File: config.mk
export PLATFORM = sky130hd
export DESIGN_NAME = fbrd_front
export DESIGN_NICKNAME = d
export VERILOG_FILES = /design/src/design/fbrd_pkg.sv /design/src/design/fbrd_front.sv
export SDC_FILE = /design/constraint.sdc
export NUM_CORES = 1
export LEC_CHECK = 0
export BUFFER_PORTS_ARGS = -buffer_cell sky130_fd_sc_hd__buf_2
export CAP_MARGIN = 30
export CORE_AREA = 2 2 79 81
export CTS_BUF_LIST = sky130_fd_sc_hd__clkbuf_8 sky130_fd_sc_hd__clkbuf_16
export CTS_CLUSTER_SIZE = 40
export DETAILED_ROUTE_END_ITERATION = 10
export DIE_AREA = 0 0 81 83
export GPL_TIMING_DRIVEN = 0
export PLACE_DENSITY_LB_ADDON = 0.12
export SKIP_CTS_REPAIR_TIMING = 1
export SLEW_MARGIN = 20
export SYNTH_ARGS = -nofsm -noshare
export SYNTH_HDL_FRONTEND = slang
export SYNTH_SLANG_ARGS = --single-unit
export TNS_END_PERCENT = 30
File: constraint.sdc
create_clock -name clk -period 2.3 [get_ports clk]
set_clock_uncertainty 0.2 [all_clocks]
set_input_delay 0.23 -clock clk [delete_from_list [all_inputs] [get_ports clk]]
set_output_delay 0.23 -clock clk [all_outputs]
set_load 0.1 [all_outputs]
File: src/design/fbrd_pkg.sv
// Shared types and constants of the frame store drawing engine.
// Depends on nothing; every other design file refers to it by scoped names.
package fbrd_pkg;

	localparam int COORD_W = 6;
	localparam int COLOR_W = 24;
	localparam int ACTION_W = 3;

	localparam int DEF_PANEL_WIDTH = 32;
	localparam int DEF_PANEL_HEIGHT = 32;
	localparam int DEF_COLOR_BITS = 24;

	localparam int QUEUE_DEPTH = 4;

	localparam logic [ACTION_W-1:0] ACT_CLEAR = 3'd0;
	localparam logic [ACTION_W-1:0] ACT_WRITE = 3'd1;
	localparam logic [ACTION_W-1:0] ACT_OUTLINE = 3'd2;
	localparam logic [ACTION_W-1:0] ACT_FILL = 3'd3;
	localparam logic [ACTION_W-1:0] ACT_READ = 3'd4;

	// Work left for the back end after classification.
	typedef enum logic [2:0] {
		OP_NONE,
		OP_CLEAR,
		OP_WRITE,
		OP_OUTLINE,
		OP_FILL,
		OP_READ
	} back_op_t;

	typedef struct packed {
		back_op_t op;
		logic status;
		logic [COORD_W-1:0] x_pos;
		logic [COORD_W-1:0] y_pos;
		logic [COORD_W-1:0] rect_width;
		logic [COORD_W-1:0] rect_height;
		logic [COLOR_W-1:0] color;
	} cmd_t;

endpackage

File: src/design/fbrd_front.sv
// Front end: accepts requests, checks them against the panel bounds and
// registers the classified command. Depends on fbrd_pkg.
module fbrd_front #(
	parameter int PANEL_WIDTH = fbrd_pkg::DEF_PANEL_WIDTH,
	parameter int PANEL_HEIGHT = fbrd_pkg::DEF_PANEL_HEIGHT
) (
	input  logic clk,
	input  logic arst_n,
	input  logic in_valid,
	output logic in_stall,
	input  logic [fbrd_pkg::ACTION_W-1:0] action,
	input  logic [fbrd_pkg::COORD_W-1:0] x_pos,
	input  logic [fbrd_pkg::COORD_W-1:0] y_pos,
	input  logic [fbrd_pkg::COORD_W-1:0] rect_width,
	input  logic [fbrd_pkg::COORD_W-1:0] rect_height,
	input  logic [fbrd_pkg::COLOR_W-1:0] color,
	output logic cmd_valid,
	input  logic cmd_ready,
	output fbrd_pkg::cmd_t cmd
);

	localparam logic [fbrd_pkg::COORD_W:0] PW = (fbrd_pkg::COORD_W+1)'(PANEL_WIDTH);
	localparam logic [fbrd_pkg::COORD_W:0] PH = (fbrd_pkg::COORD_W+1)'(PANEL_HEIGHT);

	logic valid_s1;
	fbrd_pkg::cmd_t cmd_s1;
	fbrd_pkg::cmd_t classified;
	logic on_panel;
	logic rect_out;
	logic rect_empty;
	logic accept;

	assign in_stall = valid_s1 && !cmd_ready;
	assign accept = in_valid && !in_stall;
	assign cmd_valid = valid_s1;
	assign cmd = cmd_s1;

	always_comb begin
		on_panel = ({1'b0, x_pos} < PW) && ({1'b0, y_pos} < PH);
		rect_out = ({1'b0, x_pos} + {1'b0, rect_width} > PW)
			|| ({1'b0, y_pos} + {1'b0, rect_height} > PH);
		rect_empty = (rect_width == '0) || (rect_height == '0);

		classified.x_pos = x_pos;
		classified.y_pos = y_pos;
		classified.rect_width = rect_width;
		classified.rect_height = rect_height;
		classified.color = color;
		classified.op = fbrd_pkg::OP_NONE;
		classified.status = 1'b1;
		case (action)
			fbrd_pkg::ACT_CLEAR: begin
				classified.op = fbrd_pkg::OP_CLEAR;
				classified.status = 1'b0;
			end
			fbrd_pkg::ACT_WRITE: begin
				if (on_panel) begin
					classified.op = fbrd_pkg::OP_WRITE;
					classified.status = 1'b0;
				end
			end
			fbrd_pkg::ACT_OUTLINE, fbrd_pkg::ACT_FILL: begin
				// An empty rectangle inside the panel is done without drawing.
				if (!rect_out) begin
					classified.status = 1'b0;
					if (!rect_empty) begin
						classified.op = (action == fbrd_pkg::ACT_FILL)
							? fbrd_pkg::OP_FILL : fbrd_pkg::OP_OUTLINE;
					end
				end
			end
			fbrd_pkg::ACT_READ: begin
				if (on_panel) begin
					classified.op = fbrd_pkg::OP_READ;
					classified.status = 1'b0;
				end
			end
			default: begin
				classified.op = fbrd_pkg::OP_NONE;
				classified.status = 1'b1;
			end
		endcase
	end

	always_ff @(posedge clk or negedge arst_n) begin
		if (!arst_n) begin
			valid_s1 <= 1'b0;
		end else if (accept) begin
			valid_s1 <= 1'b1;
		end else if (cmd_ready) begin
			valid_s1 <= 1'b0;
		end
	end

	always_ff @(posedge clk) begin
		if (accept) begin
			cmd_s1 <= classified;
		end
	end

endmodule

==> results.toml <==
[power]
power_frac_clock = 0.246
p_int_uw = 1632
switching_power_uw = 831.4
p_leak_uw = 0.001509
swShare = 0.3375
p_comb_frac = 0.294
p_seq_frac = 0.461
report.power.total_uw = 2463
ir_worst_vdd_mv = 0.3447
power_density_mw_per_mm2 = 702.4

[clock_tree]
clkLatencyLatePin_ns = 0.29
clock_sinks = 53
htreeDepth = 2
cts.clk_slew.worst_paths_ns = 0.09
numCtsBuffers = 5
cts_tree = "yes"
cts_root_buffer = "clkbuf_8"
cts_buffer_depth = 2

[grt]
grt_max_degree = 53
grt_usage = 0.1345
grt_pass1_wl_mm = 6.982
grt_pass1_vias = 1487
grt_antenna_before_repair = 0
gr-total-overflow = 0

[yosys]
syn_inst = 140
yosysTopAreaCell = "edfxtp_1"
syn-cell-area_mm2 = 0.002262
synth_fp_nets = 209
ys_types = 36
ys_top_cells_by_count = "edfxtp_1 (52), ha_1 (12), nor2_1 (12)"
ys_seq_area_frac = 0.7013
syn_area_per_cell_um2 = 16.16
ys_top_cells_by_area = "edfxtp_1 (69%), ha_1 (6.6%), nor2_1 (2.0%)"
yosysMostFrequentCell = "edfxtp_1"
yosys_register_bits = 53
synth_top_flop_cell = "edfxtp_1"
synthDominantCellAreaShare = 0.6903
ys.warnings.count = 0
synth-edff-count = 52
synthArstFlopShare = 0.01887

[timing]
finalSetupViolations = 0
finalHoldViolations = 0
fmax_ghz = 0.4737
drv_slew = 0
period_share = 0.9178
rsz0062_at_grt = "no"
fin_crit_ns = 2.111
worst_pin_slew_ns = 0.6623
max_slew_margin = 0.5585

[setup_path]
path_max_fanout = 3
end_kind = "flop"
required_ns = 2.26
crit_arrival_ns = 2.07
critPathKind = "in2reg"
crit_path_start_kind = "input pin"

[finish]
multi_input_area_um2 = 636.9
drive_gt1_frac = 0.4118
area_delta_synth_final_pct = 55.03
final_nets = 374
final_cells = 381
regArea_mm2 = 0.001587
fill_cells = 491
n_antenna_cell = 0
post-route-util = 0.6031

[route]
wl_per_cell_um = 13.38
vias_per_cell = 4.556
drt-total-wl_mm = 5.097
firstDrtPassIters = 4
dr_wl_met3_um = 382
met1_length_mm = 2.094
top_layer = "met4"
antenna_left = 0
vias = 1736
dr_wl_met2_mm = 2.560
drc = 0
drtIter0Drc = 65

[placement]
place_inst = 323
dp.final_hpwl_mm = 3.582
gp_congestion = 0.7885
port_buffers = 108

[die]
die_h_um = 83
die_area_mm2 = 0.006723
initial_core_util = 0.3890
die_w_um = 81
core.rowCount = 28
num_io_pins = 109
core_mm2 = 0.005816

[run]
cap_violations = 0

[min_path]
min_path_type = "in2async"

[run_status]
status = "completed"
-- per-layer routing --
metal	global-route usage	vias up
met5	0	-
met4	0.04160	0
li1	-	863
met1	0.1692	802
met2	0.2209	65
met3	0.04022	6
-- worst max-delay path: stages --
cell and delay (ns):
buf_2 0.10, ha_1 0.19, inv_1 0.07, fa_1 0.39, nand2b_1 0.18, a21oi_2 0.17, xnor2_1 0.09, o31ai_2 0.29
nand4_2 0.17, a21oi_1 0.18
-- registers in the layout, summed over array words and instances, names as in the netlist --
| signal | count |
|---|---|
| cmd | 52 |
| cmd_valid | 1 |
-- worst paths after layout --
path | start | end | slack, ns | depth (start not counted)
max | rect_height[0] | cmd[49]$_DFFE_PP_ | 0.19 | 10
min in group clk | cmd_ready | cmd_valid$_DFFE_PN0P_ | 0.06 | 3
min | arst_n | cmd_valid$_DFFE_PN0P_ | 0.05 | 2
max reg2reg | cmd_valid$_DFFE_PN0P_ | cmd[41]$_DFFE_PP_ | 0.62 | 2
max in group asynchronous | arst_n | cmd_valid$_DFFE_PN0P_ | 1.76 | 2
min reg2reg | cmd_valid$_DFFE_PN0P_ | cmd_valid$_DFFE_PN0P_ | 0.38 | 2
-- cell type report --
class                   instances  share of cell area
clock buffers                   5             0.01962
multi-input cells              76              0.1816
inverters                      11             0.01177
well taps                      75             0.02676
flip-flops and latches         53              0.4524
clock inverters                 3             0.01106
repair buffers                158              0.2968
-- power groups by stage --
stage | clock network (µW) | logic, µW | registers, µW
2_1_floorplan | 0 | 155 | 1530
3_3_place_gp | 0 | 658 | 1160
3_5_place_dp | 0 | 660 | 1160
4_1_cts | 625 | 662 | 1130
5_1_grt | 663 | 766 | 1140
6_report | 605 | 724 | 1130
-- through the flow --
stage	hold slack, ns	cell area (µm²)	setup TNS (ns)	worst slack (ns)
2_1_floorplan	-0.2656	2265	0	0.1498
3_3_place_gp	-0.1939	2899	-0.3753	-0.1292
3_5_place_dp	-0.1943	2899	-0.4156	-0.1383
4_1_cts	-0.5179	3007	0	0.1811
5_1_grt	0.03678	3507	0	0.03102
6_report	0.05102	3507	0	0.1891
-- cells in the final DEF (no fill, tap or decap), types with 2 or more instances in the layout --
cell / Yosys / final
buf_2: 0 / 108
edfxtp_1: 52 / 52
dlygate4sd3_1: 0 / 50
inv_1: 11 / 12
nor2_1: 12 / 12
ha_1: 12 / 12
clkbuf_8: 0 / 5
nand2b_1: 4 / 4
xor2_1: 4 / 4
o21ai_0: 4 / 4
nand3b_1: 3 / 3
a31oi_1: 3 / 3
a21oi_2: 2 / 2
a21o_1: 2 / 2
xnor2_1: 2 / 2
a211oi_2: 2 / 2
and3b_1: 2 / 2
or4_1: 2 / 2
a21oi_1: 2 / 2
fa_1: 2 / 2
-- cell families (layout without fill, tap and decap cells) --
group / Yosys count / count (layout) / synth area share
compound gates: 23 / 23 / 0.08352
xor+xnor: 6 / 6 / 0.02323
fa+ha+maj: 15 / 15 / 0.08849
buf+inv: 11 / 177 / 0.01825
flops: 53 / 53 / 0.7013
mux: 1 / 1 / 0.004425
simple gates: 31 / 31 / 0.08075
(Power assumes the default switching activity.)
