===== config.mk =====
export PLATFORM = sky130hd
export DESIGN_NAME = fbrd_queue
export DESIGN_NICKNAME = d
export VERILOG_FILES = /design/src/design/fbrd_pkg.sv /design/src/design/fbrd_queue.sv
export SDC_FILE = /design/constraint.sdc
export NUM_CORES = 1
export LEC_CHECK = 0
export ABC_AREA = 1
export BUFFER_PORTS_ARGS = -buffer_cell sky130_fd_sc_hd__buf_2
export CAP_MARGIN = 10
export CORE_ASPECT_RATIO = 0.7
export CORE_MARGIN = 4
export CORE_UTILIZATION = 60
export CTS_CLUSTER_SIZE = 14
export DETAILED_ROUTE_END_ITERATION = 8
export PLACE_DENSITY = 0.8
export SYNTH_ARGS = -nofsm -noshare
export SYNTH_HDL_FRONTEND = slang
export SYNTH_SLANG_ARGS = --single-unit
export TNS_END_PERCENT = 1

===== constraint.sdc =====
create_clock -name clk -period 5.55 [get_ports clk]
set_input_delay 0.555 -clock clk [delete_from_list [all_inputs] [get_ports clk]]
set_output_delay 0.555 -clock clk [all_outputs]
set_load 0.02 [all_outputs]

===== src/design/fbrd_pkg.sv =====
// Shared types and constants of the frame store drawing engine.
// Depends on nothing; every other design file refers to it by scoped names.
package fbrd_pkg;

	localparam int COORD_W = 6;
	localparam int COLOR_W = 24;
	localparam int ACTION_W = 3;

	localparam int DEF_PANEL_WIDTH = 32;
	localparam int DEF_PANEL_HEIGHT = 32;
	localparam int DEF_COLOR_BITS = 24;

	localparam int QUEUE_DEPTH = 4;

	localparam logic [ACTION_W-1:0] ACT_CLEAR = 3'd0;
	localparam logic [ACTION_W-1:0] ACT_WRITE = 3'd1;
	localparam logic [ACTION_W-1:0] ACT_OUTLINE = 3'd2;
	localparam logic [ACTION_W-1:0] ACT_FILL = 3'd3;
	localparam logic [ACTION_W-1:0] ACT_READ = 3'd4;

	// Work left for the back end after classification.
	typedef enum logic [2:0] {
		OP_NONE,
		OP_CLEAR,
		OP_WRITE,
		OP_OUTLINE,
		OP_FILL,
		OP_READ
	} back_op_t;

	typedef struct packed {
		back_op_t op;
		logic status;
		logic [COORD_W-1:0] x_pos;
		logic [COORD_W-1:0] y_pos;
		logic [COORD_W-1:0] rect_width;
		logic [COORD_W-1:0] rect_height;
		logic [COLOR_W-1:0] color;
	} cmd_t;

endpackage


===== src/design/fbrd_queue.sv =====
// Short command queue between the front end and the drawing back end.
// Depends on fbrd_pkg for the command type and the queue depth.
module fbrd_queue (
	input  logic clk,
	input  logic arst_n,
	input  logic push_valid,
	output logic push_ready,
	input  fbrd_pkg::cmd_t push_data,
	output logic pop_valid,
	input  logic pop_ready,
	output fbrd_pkg::cmd_t pop_data
);

	localparam int PTR_W = (fbrd_pkg::QUEUE_DEPTH > 1) ? $clog2(fbrd_pkg::QUEUE_DEPTH) : 1;
	localparam logic [PTR_W:0] FULL_COUNT = (PTR_W+1)'(fbrd_pkg::QUEUE_DEPTH);
	localparam logic [PTR_W-1:0] LAST_SLOT = PTR_W'(fbrd_pkg::QUEUE_DEPTH - 1);

	fbrd_pkg::cmd_t slots_q [fbrd_pkg::QUEUE_DEPTH];
	logic [PTR_W-1:0] wr_ptr_q;
	logic [PTR_W-1:0] rd_ptr_q;
	logic [PTR_W:0] count_q;
	logic do_push;
	logic do_pop;

	assign push_ready = (count_q != FULL_COUNT);
	assign pop_valid = (count_q != '0);
	assign pop_data = slots_q[rd_ptr_q];
	assign do_push = push_valid && push_ready;
	assign do_pop = pop_valid && pop_ready;

	always_ff @(posedge clk or negedge arst_n) begin
		if (!arst_n) begin
			wr_ptr_q <= '0;
			rd_ptr_q <= '0;
			count_q <= '0;
		end else begin
			if (do_push) begin
				wr_ptr_q <= (wr_ptr_q == LAST_SLOT) ? '0 : wr_ptr_q + PTR_W'(1);
			end
			if (do_pop) begin
				rd_ptr_q <= (rd_ptr_q == LAST_SLOT) ? '0 : rd_ptr_q + PTR_W'(1);
			end
			if (do_push && !do_pop) begin
				count_q <= count_q + (PTR_W+1)'(1);
			end else if (do_pop && !do_push) begin
				count_q <= count_q - (PTR_W+1)'(1);
			end
		end
	end

	always_ff @(posedge clk) begin
		if (do_push) begin
			slots_q[wr_ptr_q] <= push_data;
		end
	end

endmodule


==> out/qor.txt, run 1 <==
# fillers: 958
Cell breakdown of the critical path: inv_2 > o211ai_1 > nand2_1 > buf_2
Sort of element at the end of the critical path: primary output
Relative max-transition margin: 0.208
Via total after detailed routing: 5264
Aggregate routed wire length: 16400 um
Pins over their slew limit: 0
Final hold vios: 0
Number of global-route vias before repair: 5131
Leakage: 3.97 nW
End-of-flow core utilization: 0.707
Max incr delay on CP: 1150 ps
R2r startpoint: count_q[0]$_DFFE_PN0P_
First-pass GRT wire length: 25600 um
TritonCTS Buffers: 20
Final clock skew: 8.73 ps
CTS clock-pin slew for the worst setup and hold paths: 60 ps
Part of the Yosys area used for sequential elements: 0.744
Drt via density: 5.42
Maximum fanout along the worst path: 55
Count of flip-flops with a built-in enable after synthesis: 208
Count of different cell masters after synthesis: 15
Post-placement worst setup slack: 2450 ps
Ys async rst share: 0.0326
Die Footprint: 16400 sq um
Dominant cell by count in the synthesized netlist: edfxtp_1
Largest net degree at the start of global routing: 98
Congestion Overflow GR: 0
First-iteration detailed-routing DRC count: 356
Total routing usage reported by global routing: 0.202
Number of buffer cells added on primary ports: 109
Overall die width: 151 um
Final sum of negative setup slack: 0 ps
Number of antenna violations at the first check in global routing: 2
Outcome: finished clean
H-tree level count: 1
Fraction of synthesized cell area taken by the top area cell type: 0.723
Top-level I/O count: 110
Layout cell share with drive strength beyond 1: 0.186
Number of warnings reported in the yosys synthesis log: 0
Area leader, netlist: edfxtp_1
CTS Root Buffer Type: clkbuf_16
Critical path required time: 4990 ps
Combinational share of power: 0.342
Final hold slack: 279 ps
Post-Syn Nets: 728
Internal power of the cells: 3.38 mW
Sequential Power Share: 0.434
Net switching share of the total power: 0.375
RSZ-0062 raised after global routing: false
Slew at the pin with the worst max-slew slack: 1190 ps
Reg2reg end: slots_q[0][31]$_DFFE_PP_
Number of nets in the layout: 832
Effective utilization at floorplan: 0.616
Instance count along the most critical hold path: 1
Post-synthesis instance area: 8630 sq um
Insertion delay of the later-clocked pin in the worst-skew pair: 480 ps
Critical path's slowest cell: dfrtp_2
Post-layout min period: 3640 ps
F_max: 275 MHz
Setup Crit Path Kind: reg2out
Hold Startpoint: push_data[32]
Core outline area: 14000 sq um
FP Rows: 36
Top post-synthesis cells by count: edfxtp_1 (208), nand2_1 (171), inv_1 (117), o211ai_1 (104), buf_2 (32)
Flop-to-flop setup slack: 2940 ps
# setup viols final: 0
Slack of the critical path: 1910 ps
Initial DRT Pass Iterations: 7
Peak ir drop on the vdd network: 0.000311 V
Worst min path class: in2reg
Startpoint kind of the worst setup timing path: register
Weighted congestion at the end of routability-driven global placement: 0.763
Most used DFF post-synth: edfxtp_1
Placed inst area: 9320 sq um
Power per unit of standard cell area: 545 nW/um^2
Clock group share of total power: 0.225
Endpoint arrival time on the critical path: 3090 ps
Avg Cell Area, Syn: 13.0 sq um
Clock Path Buffers: 3
Post-route clock period utilization: 0.656
Worst-case reg-to-reg path depth: 5
Max Cap Violations: 0
CTS tree: built
Synth area leaders: edfxtp_1 (72%), o211ai_1 (9.0%), nand2_1 (7.4%)
Average routed wire per standard cell: 16.9 um
DRT antenna net count: 0
End point of the worst hold path: slots_q[0][32]$_DFFE_PP_
Post-DP HPWL: 9920 um
Sw Pwr: 2.02 mW
TritonCTS Sinks: 215
Drt drc: 0
Cell area after layout: 9910 sq um
Flops & latches, synth: 215
Area growth from synthesis to final layout: 14.8%
Syn Inst Count: 665
Vertical die dimension: 108 um
[per-layer routing]
metal  track usage  wire (um)  vias up
met5             0         14        -
met1         0.269       6830     2555
met4        0.0440        255        4
li1              -          -     2507
met3        0.0486       1280       28
met2         0.341       8050      170
[worst max path at each step]
| stage | cells past startpoint | to | slack [ps] | startpoint |
|---|---|---|---|---|
| floorplan | 4 | slots_q[0][0]$_DFFE_PP_ | 1980 | count_q[0]$_DFFE_PN0P_ |
| global placement | 4 | pop_data[37] | 2450 | rd_ptr_q[1]$_DFFE_PN0P_ |
| detailed placement | 4 | pop_data[37] | 2450 | rd_ptr_q[1]$_DFFE_PN0P_ |
| CTS | 4 | pop_data[37] | 1930 | rd_ptr_q[1]$_DFFE_PN0P_ |
| global route | 4 | pop_data[37] | 1710 | rd_ptr_q[1]$_DFFE_PN0P_ |
| finish | 4 | pop_data[37] | 1910 | rd_ptr_q[1]$_DFFE_PN0P_ |
[power by group through the flow]
| stage | combinational [mW] | clock [mW] | sequential [mW] |
|---|---|---|---|
| global placement | 1.79 | 0 | 2.35 |
| floorplan | 1.38 | 0 | 2.25 |
| detailed placement | 1.86 | 0 | 2.37 |
| CTS | 1.87 | 1.23 | 2.34 |
| global route | 2.04 | 1.30 | 2.37 |
| finish | 1.85 | 1.21 | 2.34 |
[registers in the layout, indices dropped and copies added (netlist names)]
name / count
slots_q: 208
count_q: 3
rd_ptr_q: 2
wr_ptr_q: 2
[worst max-delay path: cells and delay by family, from the launching register on]
family | cells | cell delay (ps)
AND/OR/NAND/NOR | 1 | 140
buffers and inverters | 2 | 970
AO/OA/AOI/OAI | 1 | 320
flip-flops | 1 | 1150
[cell families (layout without fill, tap and decap cells)]
logic type      Yosys count  after routing  share of synthesized area
simple gates            185            185                     0.0817
compound gates          105            105                     0.0910
buf+inv                 152            267                     0.0716
other cells               0              1                          0
fa+ha+maj                 7              7                     0.0110
xor+xnor                  1              1                    0.00101
flops                   215            215                      0.744
[repair_timing]
action                                 CTS  global route
hold buffers                             1             0
endpoints found under the hold margin    7             0
setup buffers                            0             0
resized for setup                        0             0
[cell usage in the layout (no fill, tap or decap)]
cell type        n
buf_2          109
buf_4            6
clkbuf_1         3
clkbuf_16       21
clkinv_1         7
clkinv_2         2
dfrtp_1          5
dfrtp_2          1
dfrtp_4          1
diode_2          1
dlygate4sd3_1    1
edfxtp_1       208
fa_1             1
ha_1             6
inv_1          117
inv_2            1
nand2_1        171
nand3_1          7
nand4_1          1
nor2_1           2
nor2_4           4
o211ai_1       104
o21ai_0          1
xnor2_1          1
[through the flow]
| step | total power [mW] | instances |
|---|---|---|
| 6_report | 5.40 | 971 |
| 5_1_grt | 5.71 | 970 |
| 4_1_cts | 5.44 | 970 |
| 3_5_place_dp | 4.23 | 936 |
| 3_3_place_gp | 4.15 | 936 |
| 2_1_floorplan | 3.64 | 665 |
[layout make-up]
cell class	count	area, sq um	area share
inverters	118	443	0.0447
well taps	190	238	0.0240
clock buffers	24	537	0.0542
diodes	1	2.50	0.000253
flip-flops and latches	215	6430	0.649
multi-input cells	298	1630	0.164
clock inverters	9	36.3	0.00366
repair buffers	116	601	0.0606
Power figures use the tool's default switching activity.
==> run 2, diff against run 1 <==
--- a/config.mk
+++ b/config.mk
@@ -10,10 +10,10 @@
 export CAP_MARGIN = 10
 export CORE_ASPECT_RATIO = 0.7
 export CORE_MARGIN = 4
-export CORE_UTILIZATION = 60
+export CORE_UTILIZATION = 57
 export CTS_CLUSTER_SIZE = 14
 export DETAILED_ROUTE_END_ITERATION = 8
-export PLACE_DENSITY = 0.8
+export PLACE_DENSITY = 0.77
 export SYNTH_ARGS = -nofsm -noshare
 export SYNTH_HDL_FRONTEND = slang
 export SYNTH_SLANG_ARGS = --single-unit
==> constraint.sdc (replaced) <==
create_clock -name clk -period 3.5 [get_ports clk]
set_input_delay 0.35 -clock clk [delete_from_list [all_inputs] [get_ports clk]]
set_output_delay 0.35 -clock clk [all_outputs]
set_load 0.02 [all_outputs]
==> run 2 against run 1 <==
Sequential power rose by 56%. Combinational power is 66% higher. Critical path depth rose by 1. First-iteration DRC count is 2.8% lower. Die area up 4.9%. Sequential share of layout area shrank 0.57 points. Design area is 0.88% higher. Critical path type unchanged. Largest cell class unchanged.
==> out/qor.txt, run 2 (synthesis results as in run 1) <==
Outcome: finished clean
Met3 wirelength from detailed routing: 1190 um
Vertical die dimension: 111 um
TritonCTS Sinks: 215
Startpoint kind of the worst setup timing path: register
Post-route clock period utilization: 0.778
Area growth from synthesis to final layout: 15.8%
Core outline area: 14800 sq um
Detailed route wirelength on metal2: 7910 um
Total routing usage reported by global routing: 0.193
Number of antenna violations at the first check in global routing: 0
Die Footprint: 17200 sq um
Relative max-transition margin: 0.281
Post-Layout Cell Count: 977
Peak ir drop on the vdd network: 0.000544 V
Maximum fanout along the worst path: 75
Aggregate routed wire length: 16600 um
Setup Crit Path Kind: reg2out
TritonCTS Buffers: 21
Antenna cells: 0
Top sig layer: met4
Via total after detailed routing: 5185
Final hold vios: 0
F_max: 367 MHz
Highest-count cells in the layout ignoring fill and taps: edfxtp_1 (208), nand2_1 (171), inv_1 (117)
Number of global-route vias before repair: 5214
Number of nets in the layout: 835
Top-level I/O count: 110
Largest net degree at the start of global routing: 76
# setup viols final: 0
Register with the most flip-flops: slots_q
Overall die width: 155 um
DRT antenna net count: 0
Number of buffer cells added on primary ports: 109
Number of resized instances in the post-cts repair step: 0
CTS tree: built
Sort of element at the end of the critical path: primary output
Average routed wire per standard cell: 17.0 um
Effective utilization at floorplan: 0.585
Power per unit of standard cell area: 866 nW/um^2
Placed cells: 943
Origin of the worst setup path: rd_ptr_q[0]$_DFFE_PN0P_
Weighted congestion at the end of routability-driven global placement: 0.805
R2r startpoint: count_q[0]$_DFFE_PN0P_
Top Registers: slots_q: 208 flops, count_q: 3 flops
Drt drc: 0
CTS clock-pin slew for the worst setup and hold paths: 60 ps
Max Cap Violations: 0
Drt via density: 5.31
Insertion delay of the later-clocked pin in the worst-skew pair: 490 ps
Initial DRT Pass Iterations: 5
End-of-flow core utilization: 0.677
Clock Path Buffers: 3
Most common cell after layout, fill and taps aside: edfxtp_1
Placed inst area: 9410 sq um
Endpoint arrival time on the critical path: 2370 ps
First-pass GRT wire length: 26700 um
Hold Startpoint: push_data[15]
Slew at the pin with the worst max-slew slack: 1080 ps
Max reg flops: 208
Post-layout min period: 2720 ps
Final clock skew: 17.9 ps
Layout cell share with drive strength beyond 1: 0.188
CTS Root Buffer Type: clkbuf_16
Pins over their slew limit: 0
First-iteration detailed-routing DRC count: 346
FP Rows: 37
Critical path required time: 3150 ps
Congestion Overflow GR: 0
Worst min path class: in2reg
Cell area after layout: 10000 sq um
Leakage: 4.00 nW
Met1 routed wirelength after detailed routing: 7300 um
RSZ-0062 raised after global routing: false
H-tree level count: 1
Post-DP HPWL: 9900 um
==> run 2: cell count changes in the layout (fill, tap and decap cells not counted) <==
| cell | before | now |
|---|---|---|
| clkinv_2 | 2 | 1 |
| clkinv_1 | 7 | 5 |
| buf_4 | 6 | 3 |
| clkbuf_1 | 3 | 5 |
| diode_2 | 1 | 0 |
| inv_8 | 0 | 1 |
| buf_12 | 0 | 5 |
==> run 2: final timing paths <==
| check | cells after the start | slack [ps] | to |
|---|---|---|---|
| min in group asynchronous | 2 | 220 | count_q[1]$_DFFE_PN0P_ |
| worst min-delay path | 1 | 70 | slots_q[0][15]$_DFFE_PP_ |
| worst max register to register | 5 | 1230 | slots_q[2][48]$_DFFE_PP_ |
| worst min register to register | 1 | 550 | count_q[0]$_DFFE_PN0P_ |
| max in group asynchronous | 2 | 3110 | rd_ptr_q[0]$_DFFE_PN0P_ |
| worst max-delay path | 5 | 780 | pop_data[24] |
==> run 2: through the flow <==
stage          setup slack [ps]  setup TNS [ps]  power, mW  hold WS (ps)
5_1_grt                     617               0       9.19          66.7
4_1_cts                     784               0       8.75          62.3
3_3_place_gp               1270               0       6.68           189
3_5_place_dp               1200               0       6.79           190
2_1_floorplan             -72.7          -15110       5.76          54.4
6_report                    778               0       8.66          69.5
==> run 2: final cells by class <==
class	instances	area (sq um)
Tap cell	195	244
Clock buffer	26	544
Timing Repair Buffer	118	678
Sequential cell	215	6430
Clock inverter	7	35.0
Inverter	118	443
Fill cell	1043	4770
Multi-Input combinational cell	298	1630
==> run 2: what timing repair did <==
item                      in CTS  in global routing
setup buffers                  0                  0
hold buffers                   1                  0
hold endpoints to repair       7                  0
==> run 2: power by group <==
| part | switching (mW) | internal (mW) |
|---|---|---|
| logic | 2.13 | 0.948 |
| registers | 0.252 | 3.38 |
| clock network | 0.854 | 1.09 |
| total | 3.23 | 5.43 |
==> run 2: layer usage <==
metal,global-route usage,vias up
met5,0,-
met4,0.0371,0
li1,-,2510
met3,0.0375,25
met2,0.320,165
met1,0.273,2485
==> run 2: critical path: stages (launching register included) <==
cell and delay (ps):
dfrtp_4 900, buf_12 350, nand2_1 120, o211ai_1 110, nand2_1 140, buf_2 190
==> run 3, diff against run 2 <==
--- a/config.mk
+++ b/config.mk
@@ -5,7 +5,7 @@
 export SDC_FILE = /design/constraint.sdc
 export NUM_CORES = 1
 export LEC_CHECK = 0
-export ABC_AREA = 1
+export ABC_AREA = 0
 export BUFFER_PORTS_ARGS = -buffer_cell sky130_fd_sc_hd__buf_2
 export CAP_MARGIN = 10
 export CORE_ASPECT_RATIO = 0.7
==> constraint.sdc (replaced) <==
create_clock -name clk -period 2.8 [get_ports clk]
set_input_delay 0.28 -clock clk [delete_from_list [all_inputs] [get_ports clk]]
set_output_delay 0.28 -clock clk [all_outputs]
set_load 0.02 [all_outputs]
==> run 3 against run 2 <==
Sequential cell count did not move. Wire length decreased by 20%. Synthesized cell count down 54%. Clock-buffer cell count shrank 1. Critical path depth shrank 2. Power increased by 18%. Die area fell by 6.8%. Combinational power grew 2%. Utilization is 3.6 points higher. Cell count down 33%. Largest cell class unchanged.
==> out/qor.txt, run 3 <==
Effective utilization at floorplan: 0.596
Final sum of negative setup slack: 0 ps
# setup viols final: 0
Part of the Yosys area used for sequential elements: 0.802
Adder-Cell Fraction of Synth Area: 0.0119
Vertical die dimension: 107 um
Drt drc: 0
Max Cap Violations: 0
Main combinational cell family by area after synthesis: multiplexers
Relative max-transition margin: 0.457
Highest-count cells in the layout ignoring fill and taps: edfxtp_1 (208), buf_2 (109), mux4_2 (48)
FP Rows: 35
Post-Layout Cell Count: 653
TritonCTS Sinks: 215
Number of antenna violations at the first check in global routing: 0
Sequential Power Share: 0.453
Outcome: finished clean
CTS tree: built
CTS Root Buffer Type: clkbuf_16
Final hold vios: 0
Startpoint kind of the worst setup timing path: register
Cell area after layout: 9590 sq um
Internal power of the cells: 7.12 mW
Via total after detailed routing: 3606
Worst min path class: in2reg
Area leader, netlist: edfxtp_1
Average routed wire per standard cell: 20.5 um
Total routing usage reported by global routing: 0.176
Most common cell after layout, fill and taps aside: edfxtp_1
Count of different cell masters after synthesis: 18
Final hold slack: 15.5 ps
Post-route clock period utilization: 0.934
Post-layout min period: 2620 ps
Clock group share of total power: 0.241
Post-synthesis instance area: 8010 sq um
Placed inst area: 8790 sq um
End-of-flow core utilization: 0.713
Top post-synthesis cells by count: edfxtp_1 (208), mux4_2 (48), dfrtp_1 (7), buf_2 (6), ha_1 (6)
Top Registers: slots_q: 208 flops, count_q: 3 flops
Post-DP HPWL: 8070 um
Final total power: 10.3 mW
Flop-to-flop setup slack: 700 ps
Critical path required time: 2520 ps
Congestion Overflow GR: 0
Slack of the critical path: 185 ps
Number of buffer cells added on primary ports: 109
H-tree level count: 1
Number of nets in the layout: 521
Area growth from synthesis to final layout: 19.7%
Flops & latches, synth: 215
Overall die width: 150 um
Antenna cells: 0
Weighted congestion at the end of routability-driven global placement: 0.723
Ys async rst share: 0.0326
Dominant cell by count in the synthesized netlist: edfxtp_1
DRT antenna net count: 0
First-iteration detailed-routing DRC count: 221
Post-Syn Nets: 372
Placed cells: 601
Core outline area: 13400 sq um
Die Footprint: 16000 sq um
Avg Cell Area, Syn: 25.9 sq um
Final clock skew: 6.53 ps
Net switching share of the total power: 0.306
Power per unit of standard cell area: 1070 nW/um^2
Peak ir drop on the vdd network: 0.000592 V
Aggregate routed wire length: 13400 um
Top-level I/O count: 110
Number of global-route vias before repair: 3878
Post-placement worst setup slack: 639 ps
Largest net degree at the start of global routing: 53
Max reg flops: 208
RSZ-0062 raised after global routing: false
Slew at the pin with the worst max-slew slack: 814 ps
CTS clock-pin slew for the worst setup and hold paths: 60 ps
Pins over their slew limit: 0
Sw Pwr: 3.14 mW
Xor and xnor area share after synthesis: 0.00328
Endpoint arrival time on the critical path: 2340 ps
Layout cell share with drive strength beyond 1: 0.438
Share of cell area taken by muxes after synthesis: 0.155
Drt via density: 5.52
Maximum fanout along the worst path: 32
Syn Inst Count: 309
Initial DRT Pass Iterations: 4
Fraction of synthesized cell area taken by the top area cell type: 0.780
TritonCTS Buffers: 20
Fraction of the mapped netlist area in compound gates: 0.00141
Combinational share of power: 0.306
Number of warnings reported in the yosys synthesis log: 0
Insertion delay of the later-clocked pin in the worst-skew pair: 480 ps
First-pass GRT wire length: 21200 um
Setup Crit Path Kind: reg2out
F_max: 382 MHz
Synth area leaders: edfxtp_1 (78%), mux4_2 (13%), dfrtp_1 (2.2%)
Clock Path Buffers: 3
Register with the most flip-flops: slots_q
Sort of element at the end of the critical path: primary output
Share of synthesized cell area in and, or, nand and nor gates: 0.00734
Leakage: 3.33 nW
Count of flip-flops with a built-in enable after synthesis: 208
Most used DFF post-synth: edfxtp_1
run 3: changes by cell type in the layout (fill, tap and decap cells not counted), moves of 4 or more:
cell,previous run,this run
dlygate4sd3_1,1,20
and2_2,0,4
nor2_4,4,0
mux2_2,0,5
inv_1,117,3
nand2_1,171,2
mux4_1,0,4
mux4_2,0,48
nand3_1,7,0
o211ai_1,104,0
run 3: logic make-up after synthesis:
group / count (synthesis)
flip-flops: 215
multiplexers: 57
buffers and inverters: 15
AND/OR/NAND/NOR: 11
adder cells (fa/ha/maj): 7
XOR/XNOR: 3
AO/OA/AOI/OAI: 1
run 3: cell type report:
cell class | instances | area, sq um
Tap cell | 185 | 231
Clock inverter | 7 | 56.3
Sequential cell | 215 | 6430
Fill cell | 830 | 3860
Multi-Input combinational cell | 79 | 1440
Timing Repair Buffer | 139 | 883
Inverter | 3 | 11.3
Clock buffer | 25 | 541
run 3: critical path, stage by stage (launching register included):
cell     delay, ps
dfrtp_4        830
buf_4          320
mux4_2         510
buf_2          170
run 3: worst paths after layout:
check	startpoint	to	cells after the start
min in group asynchronous	arst_n	count_q[1]$_DFFE_PN0P_	2
max	rd_ptr_q[0]$_DFFE_PN0P_	pop_data[0]	3
max reg2reg	count_q[1]$_DFFE_PN0P_	count_q[2]$_DFFE_PN0P_	8
min	push_data[46]	slots_q[1][46]$_DFFE_PP_	1
min reg2reg	count_q[2]$_DFFE_PN0P_	count_q[2]$_DFFE_PN0P_	1
max in group asynchronous	arst_n	rd_ptr_q[0]$_DFFE_PN0P_	2
run 3: metal layers:
layer | GRT usage | vias to the layer above | wire [um]
met4 | 0.0431 | 0 | 323
li1 | - | 1615 | -
met3 | 0.0503 | 30 | 984
met1 | 0.247 | 1844 | 5760
met5 | 0 | - | 0
met2 | 0.278 | 117 | 6300
run 3: power by group through the flow:
stage,Combinational (mW),Sequential [mW],Clock [mW]
after floorplan,2.49,4.46,0
after CTS,3.21,4.66,2.54
after global placement,3.14,4.68,0
final,3.14,4.65,2.47
after global routing,3.39,4.73,2.71
after detailed placement,3.18,4.73,0
run 3: what timing repair did:
item / in CTS / in global routing
hold endpoints to repair: 75 / 0
gates resized for setup: 0 / 0
hold buffers: 20 / 0
setup buffers: 0 / 0
